## config.mk

```make
export PLATFORM = sky130hd
export DESIGN_NAME = vrp_front
export DESIGN_NICKNAME = d
export VERILOG_FILES = /design/src/hdl/vrp_pkg.sv /design/src/hdl/vrp_front.sv
export VERILOG_INCLUDE_DIRS = /design/src /design/src/hdl
export SDC_FILE = /design/constraint.sdc
export NUM_CORES = 1
export LEC_CHECK = 0
export BUFFER_PORTS_ARGS = -buffer_cell sky130_fd_sc_hd__buf_2
export CORE_AREA = 2 2 46 69
export CTS_CLUSTER_SIZE = 10
export DETAILED_ROUTE_END_ITERATION = 7
export DIE_AREA = 0 0 48 71
export GPL_TIMING_DRIVEN = 1
export PLACE_DENSITY = 0.69
export SLEW_MARGIN = 10
export SYNTH_ARGS = -nofsm -noshare
export SYNTH_HDL_FRONTEND = slang
export SYNTH_SLANG_ARGS = --single-unit
```

## constraint.sdc

```tcl
create_clock -name clock -period 1.65 [get_ports clock]
set_input_delay 0 -clock clock [delete_from_list [all_inputs] [get_ports clock]]
set_output_delay 0 -clock clock [all_outputs]
set_load 0.005 [all_outputs]
```

## src/hdl/video_register_port_vram_macros.svh

```systemverilog
// assertion macros shared by the register port rtl
// no dependencies; files that check their own logic include this header
`ifndef VIDEO_REGISTER_PORT_VRAM_MACROS_SVH
`define VIDEO_REGISTER_PORT_VRAM_MACROS_SVH
`ifndef ASSERT_OFF
// same-cycle implication
`define VRP_ASSERT_IMP(lbl, clk, rst, ante, cons, msg) \
   lbl: assert property (@(posedge clk) disable iff (rst) (ante) |-> (cons)) else $error(msg);
// next-cycle implication
`define VRP_ASSERT_NEXT(lbl, clk, rst, ante, cons, msg) \
   lbl: assert property (@(posedge clk) disable iff (rst) (ante) |=> (cons)) else $error(msg);
`else
`define VRP_ASSERT_IMP(lbl, clk, rst, ante, cons, msg)
`define VRP_ASSERT_NEXT(lbl, clk, rst, ante, cons, msg)
`endif
`endif

```

## src/hdl/vrp_pkg.sv

```systemverilog
// types, codes and constants of the video register port
// no dependencies; used by vrp_front, vrp_back and the top level
package vrp_pkg;

   // store depths
   localparam int NT_DEPTH_DEF  = 2048;
   localparam int CHR_DEPTH_DEF = 8192;
   localparam int PAL_DEPTH_DEF = 32;
   localparam int OAM_DEPTH_DEF = 256;

   // command queue between front and back
   localparam int QUEUE_DEPTH = 2;

   // bus address bits that reach the stores
   localparam int ADDR_W = 14;

   // request function codes
   localparam logic [1:0] FUNC_READ      = 2'd0;
   localparam logic [1:0] FUNC_WRITE     = 2'd1;
   localparam logic [1:0] FUNC_VBL_BEGIN = 2'd2;
   localparam logic [1:0] FUNC_VBL_END   = 2'd3;

   // register numbers
   localparam logic [2:0] REG_CTRL     = 3'd0;
   localparam logic [2:0] REG_MASK     = 3'd1;
   localparam logic [2:0] REG_STATUS   = 3'd2;
   localparam logic [2:0] REG_OAM_ADDR = 3'd3;
   localparam logic [2:0] REG_OAM_DATA = 3'd4;
   localparam logic [2:0] REG_SCROLL   = 3'd5;
   localparam logic [2:0] REG_ADDR     = 3'd6;
   localparam logic [2:0] REG_DATA     = 3'd7;

   // control register bits
   localparam int CTRL_NMI_BIT   = 7;
   localparam int CTRL_INC32_BIT = 2;

   // palette page in the upper address bits
   localparam logic [5:0] PAL_PAGE = 6'h3F;

   // data port steps
   localparam logic [ADDR_W-1:0] STEP_COL = ADDR_W'(1);
   localparam logic [ADDR_W-1:0] STEP_ROW = ADDR_W'(32);

   // classified command
   typedef enum logic [3:0] {
      OP_NOP,
      OP_RD_STATUS,
      OP_RD_OAM,
      OP_RD_DATA,
      OP_WR_CTRL,
      OP_WR_OAM_ADDR,
      OP_WR_OAM_DATA,
      OP_WR_SCROLL,
      OP_WR_ADDR,
      OP_WR_DATA,
      OP_VBL_BEGIN,
      OP_VBL_END
   } op_type;

   typedef struct packed {
      op_type     op;
      logic [7:0] data;
   } cmd_type;

   // head of the command queue as seen by the back
   typedef struct packed {
      logic    valid;
      cmd_type cmd;
   } queue_head_type;

   // back-to-front control
   typedef struct packed {
      logic pop;
      logic busy;
   } back_status_type;

   typedef enum logic {
      BK_IDLE,
      BK_READ
   } back_state_type;

endpackage

```

## src/hdl/vrp_front.sv

```systemverilog
// front of the register port: accepts bus words, classifies them into commands
// and holds them in a short queue; depends on vrp_pkg and the assertion macros
`include "video_register_port_vram_macros.svh"

module vrp_front
   import vrp_pkg::*;
(
   input  logic            clock,
   input  logic            reset,
   input  logic            req_valid,
   output logic            req_ready,
   input  logic [1:0]      req_func,
   input  logic [2:0]      req_reg_sel,
   input  logic [7:0]      req_write_data,
   input  back_status_type back_status,
   output queue_head_type  queue_head
);

   localparam int PTR_W = (QUEUE_DEPTH > 1) ? $clog2(QUEUE_DEPTH) : 1;
   localparam int CNT_W = $clog2(QUEUE_DEPTH + 1);

   cmd_type          queue_ff [QUEUE_DEPTH];
   logic [PTR_W-1:0] wr_ptr_ff, wr_ptr_in;
   logic [PTR_W-1:0] rd_ptr_ff, rd_ptr_in;
   logic [CNT_W-1:0] count_ff, count_in;
   op_type           op_dec;
   logic             push;

   // classify the bus word
   always_comb begin
      op_dec = OP_NOP;
      case (req_func)
         FUNC_READ: begin
            case (req_reg_sel)
               REG_STATUS:   op_dec = OP_RD_STATUS;
               REG_OAM_DATA: op_dec = OP_RD_OAM;
               REG_DATA:     op_dec = OP_RD_DATA;
               default:      op_dec = OP_NOP;
            endcase
         end
         FUNC_WRITE: begin
            case (req_reg_sel)
               REG_CTRL:     op_dec = OP_WR_CTRL;
               REG_OAM_ADDR: op_dec = OP_WR_OAM_ADDR;
               REG_OAM_DATA: op_dec = OP_WR_OAM_DATA;
               REG_SCROLL:   op_dec = OP_WR_SCROLL;
               REG_ADDR:     op_dec = OP_WR_ADDR;
               REG_DATA:     op_dec = OP_WR_DATA;
               // mask only feeds rendering; status writes are ignored
               default:      op_dec = OP_NOP;
            endcase
         end
         FUNC_VBL_BEGIN: op_dec = OP_VBL_BEGIN;
         FUNC_VBL_END:   op_dec = OP_VBL_END;
         default:        op_dec = OP_NOP;
      endcase
   end

   // handshake, held off while the queue is full or the stores are being cleared
   assign req_ready = (count_ff != CNT_W'(QUEUE_DEPTH)) && !back_status.busy;
   assign push      = req_valid && req_ready;

   // pointer and fill count update
   always_comb begin
      wr_ptr_in = wr_ptr_ff;
      rd_ptr_in = rd_ptr_ff;
      count_in  = count_ff;
      if (push) begin
         wr_ptr_in = (wr_ptr_ff == PTR_W'(QUEUE_DEPTH - 1)) ? '0 : wr_ptr_ff + PTR_W'(1);
      end
      if (back_status.pop) begin
         rd_ptr_in = (rd_ptr_ff == PTR_W'(QUEUE_DEPTH - 1)) ? '0 : rd_ptr_ff + PTR_W'(1);
      end
      if (push && !back_status.pop) begin
         count_in = count_ff + CNT_W'(1);
      end else if (!push && back_status.pop) begin
         count_in = count_ff - CNT_W'(1);
      end
   end

   always_ff @(posedge clock) begin
      if (reset) begin
         wr_ptr_ff <= '0;
         rd_ptr_ff <= '0;
         count_ff  <= '0;
      end else begin
         wr_ptr_ff <= wr_ptr_in;
         rd_ptr_ff <= rd_ptr_in;
         count_ff  <= count_in;
      end
   end

   // queue entries
   always_ff @(posedge clock) begin
      if (push) begin
         queue_ff[wr_ptr_ff] <= '{op: op_dec, data: req_write_data};
      end
   end

   assign queue_head.valid = (count_ff != '0);
   assign queue_head.cmd   = queue_ff[rd_ptr_ff];

   `VRP_ASSERT_IMP(a_cnt_bound, clock, reset, 1'b1, count_ff <= CNT_W'(QUEUE_DEPTH), "queue overfilled")
   `VRP_ASSERT_IMP(a_pop_nonempty, clock, reset, back_status.pop, count_ff != '0, "pop from empty queue")
   `VRP_ASSERT_NEXT(a_cnt_grow, clock, reset, push && !back_status.pop, count_ff == $past(count_ff) + CNT_W'(1), "queue count did not grow on push")

endmodule

```

==> summary.md <==
- adder-cell share of the synthesized area: 1.04%
- Initial Util: 42.0%
- number of top-level design ports: 32
- Tot GR Track Use: 13.3%
- post-route insts no fill: 166
- number of synthesis warnings: 0
- clock sinks: 29
- area of the die: 3410 um2
- amount of wire on met3 after detailed routing: 122 um
- Data required, critical path: 1.86 ns
- Clock Tree Buf Depth: 2
- number of buffers created by CTS: 5
- vias per inst: 4.60
- Floorplan Core Area: 2850 um2
- upper clock frequency limit: 641 MHz
- share of final-layout standard cells stronger than drive strength 1: 35.4%
- global-route wire length before repair: 3.13 mm
- number of synthesized register bits: 29
- clock latency on the worst-skew pair: 0.27 ns
- Pins Over Slew Limit: 0
- number of nets produced by synthesis: 96
- count of cells along the worst register-to-register path: 5
- Core Rows: 24
- Power Density: 1000 nW/um2
- Relative slew margins: 84.4%
- Setup crit start: count_ff[1]$_SDFFE_PP0P_
- layout net count: 146
- post-route design area: 1610 um2
- min Tclk post-route: 1.56 ns
- largest clock skew in the final design: 0.00951 ns
- hpwl dp: 1.38 mm
- total setup violations reported at the end of the flow: 0
- count of maximum capacitance violations: 0
- count of distinct cell types in the synthesized netlist: 25
- largest net degree at the start of global routing: 13
- setup slack, reg-to-reg: 0.09 ns
- fraction of power consumed by combinational cells: 14.8%
- main combinational cell family by area after synthesis: multiplexers
- number of routed nets with antenna violations: 0
- slew at the pin closest to its max-slew limit: 0.234 ns
- final antenna diode count: 0
- Routed met2 length: 1.09 mm
- termination of the worst setup path: count_ff[1]$_SDFFE_PP0P_
- post-synthesis mux area share: 12.2%
- clock root buffer: sky130_fd_sc_hd__clkbuf_8
- clock transition time at the flip-flop clock pins of the worst setup and hold paths: 0.06 ns
- Leakage Power: 0.629 nW
- final hold violations: 0
- post-layout total power: 1.61 mW
- synthesized-area fraction occupied by xor and xnor cells: 3.66%
- worst hold path type: primary input to register
- Placed Area: 1420 um2
- DRC violations left: 0
- crit path launch type: register
- Worst Hold Margin: 0.0124 ns
- P_sw: 0.356 mW
- Max VDD drop: 0.721 mV
- result of the run: finished clean
- number of global-route vias before repair: 762
- Synth Cell Area: 1200 um2
- number of antenna violations at the first check in global routing: 0
- Congestion Overflow GR: 0
- Top Layer Used: met4
- sequential share of power: 53.6%
- final-layout setup total negative slack: 0 ns
- wire length on met1: 749 um
- post-synthesis to final-layout area growth: 34.4%
- Critical Path End Type: register
- Internal: 1.26 mW
- CTS HTree Levels: 2
- DR WL/cell: 12.0 um
- sequential element share of the synthesized area: 68.5%
- Placer Congestion: 0.614
- Worst Setup Path Type: register to register
- Iteration-0 DRC Markers: 22
- largest fanout of any net on the critical path: 4
- port buffer count: 31
- average instance area after synthesis: 15.6 um2
- proportion of power drawn by the clock network: 31.6%
- fillers: 240
- Sw Ratio: 22.1%
- number of placed instances with taps included: 149
- post-route fraction of the period consumed by the critical path: 94.5%
- arrival time of data at the critical path endpoint: 1.77 ns
- area share of and/or/nand/nor cells after synthesis: 11.0%
- Horiz. Die Dim: 48 um
- launch instance of the worst register-to-register path: count_ff[1]$_SDFFE_PP0P_
- clock tree from TritonCTS: done
- Critical R2R Capture: count_ff[1]$_SDFFE_PP0P_
- vias after detailed routing: 763
- cell count after synthesis: 77
- Die Y-Extent: 71 um
- count of TritonRoute iterations in the first routing pass: 3
- area fraction in compound gates after synthesis: 2.82%
- Post-Route WL: 1.99 mm
==> cell type report <==
cell class	count	area (um2)	share of cell area, %
sequential	29	822	51.1
clock buffer	6	72.6	4.51
inverter	1	3.75	0.233
multi-input combinational	46	383	23.8
timing repair buffer	44	275	17.1
tap	39	48.8	3.03
clock inverter	1	3.75	0.233
==> cells in the mapped netlist <==
library cell	count	area share, %
sky130_fd_sc_hd__edfxtp_1	24	60
sky130_fd_sc_hd__mux2_1	13	12
sky130_fd_sc_hd__xor2_1	2	1.5
sky130_fd_sc_hd__nor2b_1	4	2.1
sky130_fd_sc_hd__nand3_1	2	0.84
sky130_fd_sc_hd__o21ai_0	1	0.42
sky130_fd_sc_hd__inv_1	1	0.31
sky130_fd_sc_hd__a21oi_1	1	0.42
sky130_fd_sc_hd__ha_1	1	1.0
sky130_fd_sc_hd__or2_1	1	0.52
sky130_fd_sc_hd__dfxtp_1	5	8.4
sky130_fd_sc_hd__xnor2_1	3	2.2
sky130_fd_sc_hd__buf_2	1	0.42
sky130_fd_sc_hd__o211ai_1	1	0.63
sky130_fd_sc_hd__nand2_1	1	0.31
sky130_fd_sc_hd__or3_1	1	0.52
sky130_fd_sc_hd__nor2b_2	1	0.73
sky130_fd_sc_hd__nor3b_1	1	0.63
sky130_fd_sc_hd__and2_1	1	0.52
sky130_fd_sc_hd__nor2_1	7	2.2
sky130_fd_sc_hd__nor3b_4	1	1.6
sky130_fd_sc_hd__a21o_1	1	0.63
sky130_fd_sc_hd__nand2b_1	1	0.52
sky130_fd_sc_hd__a31o_1	1	0.73
sky130_fd_sc_hd__nand4_1	1	0.52
==> per-stage QoR <==
stage	util, %	worst slack (ns)
after floorplan	-	0.155
after global placement	49.8	0.126
after detailed placement	49.8	0.0335
after CTS	55.7	0.0182
after global routing	56.4	-0.00375
final	56.4	0.0909
==> flip-flops by register name, summed over array words and instances (netlist names), named ones only <==
name	cells
queue_ff	24
wr_ptr_ff	1
count_ff	2
rd_ptr_ff	1
==> worst min-delay path by stage <==
stage / from / endpoint / cells after the start
floorplan: back_status[0] / req_ready / 1
global placement: req_write_data[5] / queue_ff[1][5]$_DFFE_PP_ / 1
detailed placement: req_write_data[1] / queue_ff[0][1]$_DFFE_PP_ / 1
CTS: back_status[1] / register / 3
global route: back_status[1] / register / 3
finish: back_status[1] / register / 3
==> routing by layer <==
metal | vias up | GRT usage (%)
met3 | 5 | 6.38
li1 | 381 | -
met5 | - | 0
met1 | 352 | 12.9
met4 | 0 | 6.31
met2 | 25 | 22.1
==> worst max-delay path: stages, from the launching register on <==
cell and delay [ns]:
sky130_fd_sc_hd__dfxtp_1 0.33, sky130_fd_sc_hd__nor2b_2 0.18, sky130_fd_sc_hd__nor3b_4 0.24, sky130_fd_sc_hd__ha_4 0.24
sky130_fd_sc_hd__or3_1 0.37, sky130_fd_sc_hd__a21oi_1 0.14
==> cells in the final DEF, fill, tap and decap left out, drive strengths merged, types with 2 or more instances in the layout <==
cell	instances
dfxtp	5
clkbuf	6
xnor2	3
nor2	7
nor3b	2
dlygate4sd3	9
edfxtp	24
mux2	13
nor2b	5
buf	35
xor2	2
nand3	2
==> power groups by stage <==
stage	clock, mW	sequential (mW)	combinational [mW]
finish	0.510	0.864	0.238
global route	0.572	0.868	0.268
CTS	0.534	0.862	0.235
detailed placement	0	0.877	0.216
global placement	0	0.874	0.208
floorplan	0	0.874	0.121
==> what timing repair did <==
| item | in CTS | in global routing |
|---|---|---|
| hold buffers | 9 | 0 |
| hold endpoints to repair | 20 | 0 |
| endpoints found under the setup margin | 0 | 1 |
| buffers inserted | 0 | 1 |
| gates resized for setup | 0 | 2 |
==> cells by family (layout without fill, tap and decap cells) <==
| group | count (synthesis) | after routing |
|---|---|---|
| xor+xnor | 5 | 5 |
| flops | 29 | 29 |
| simple gates | 22 | 22 |
| fa+ha+maj | 1 | 1 |
| compound gates | 5 | 5 |
| buf+inv | 2 | 52 |
| mux | 13 | 13 |
(Power assumes the default switching activity.)
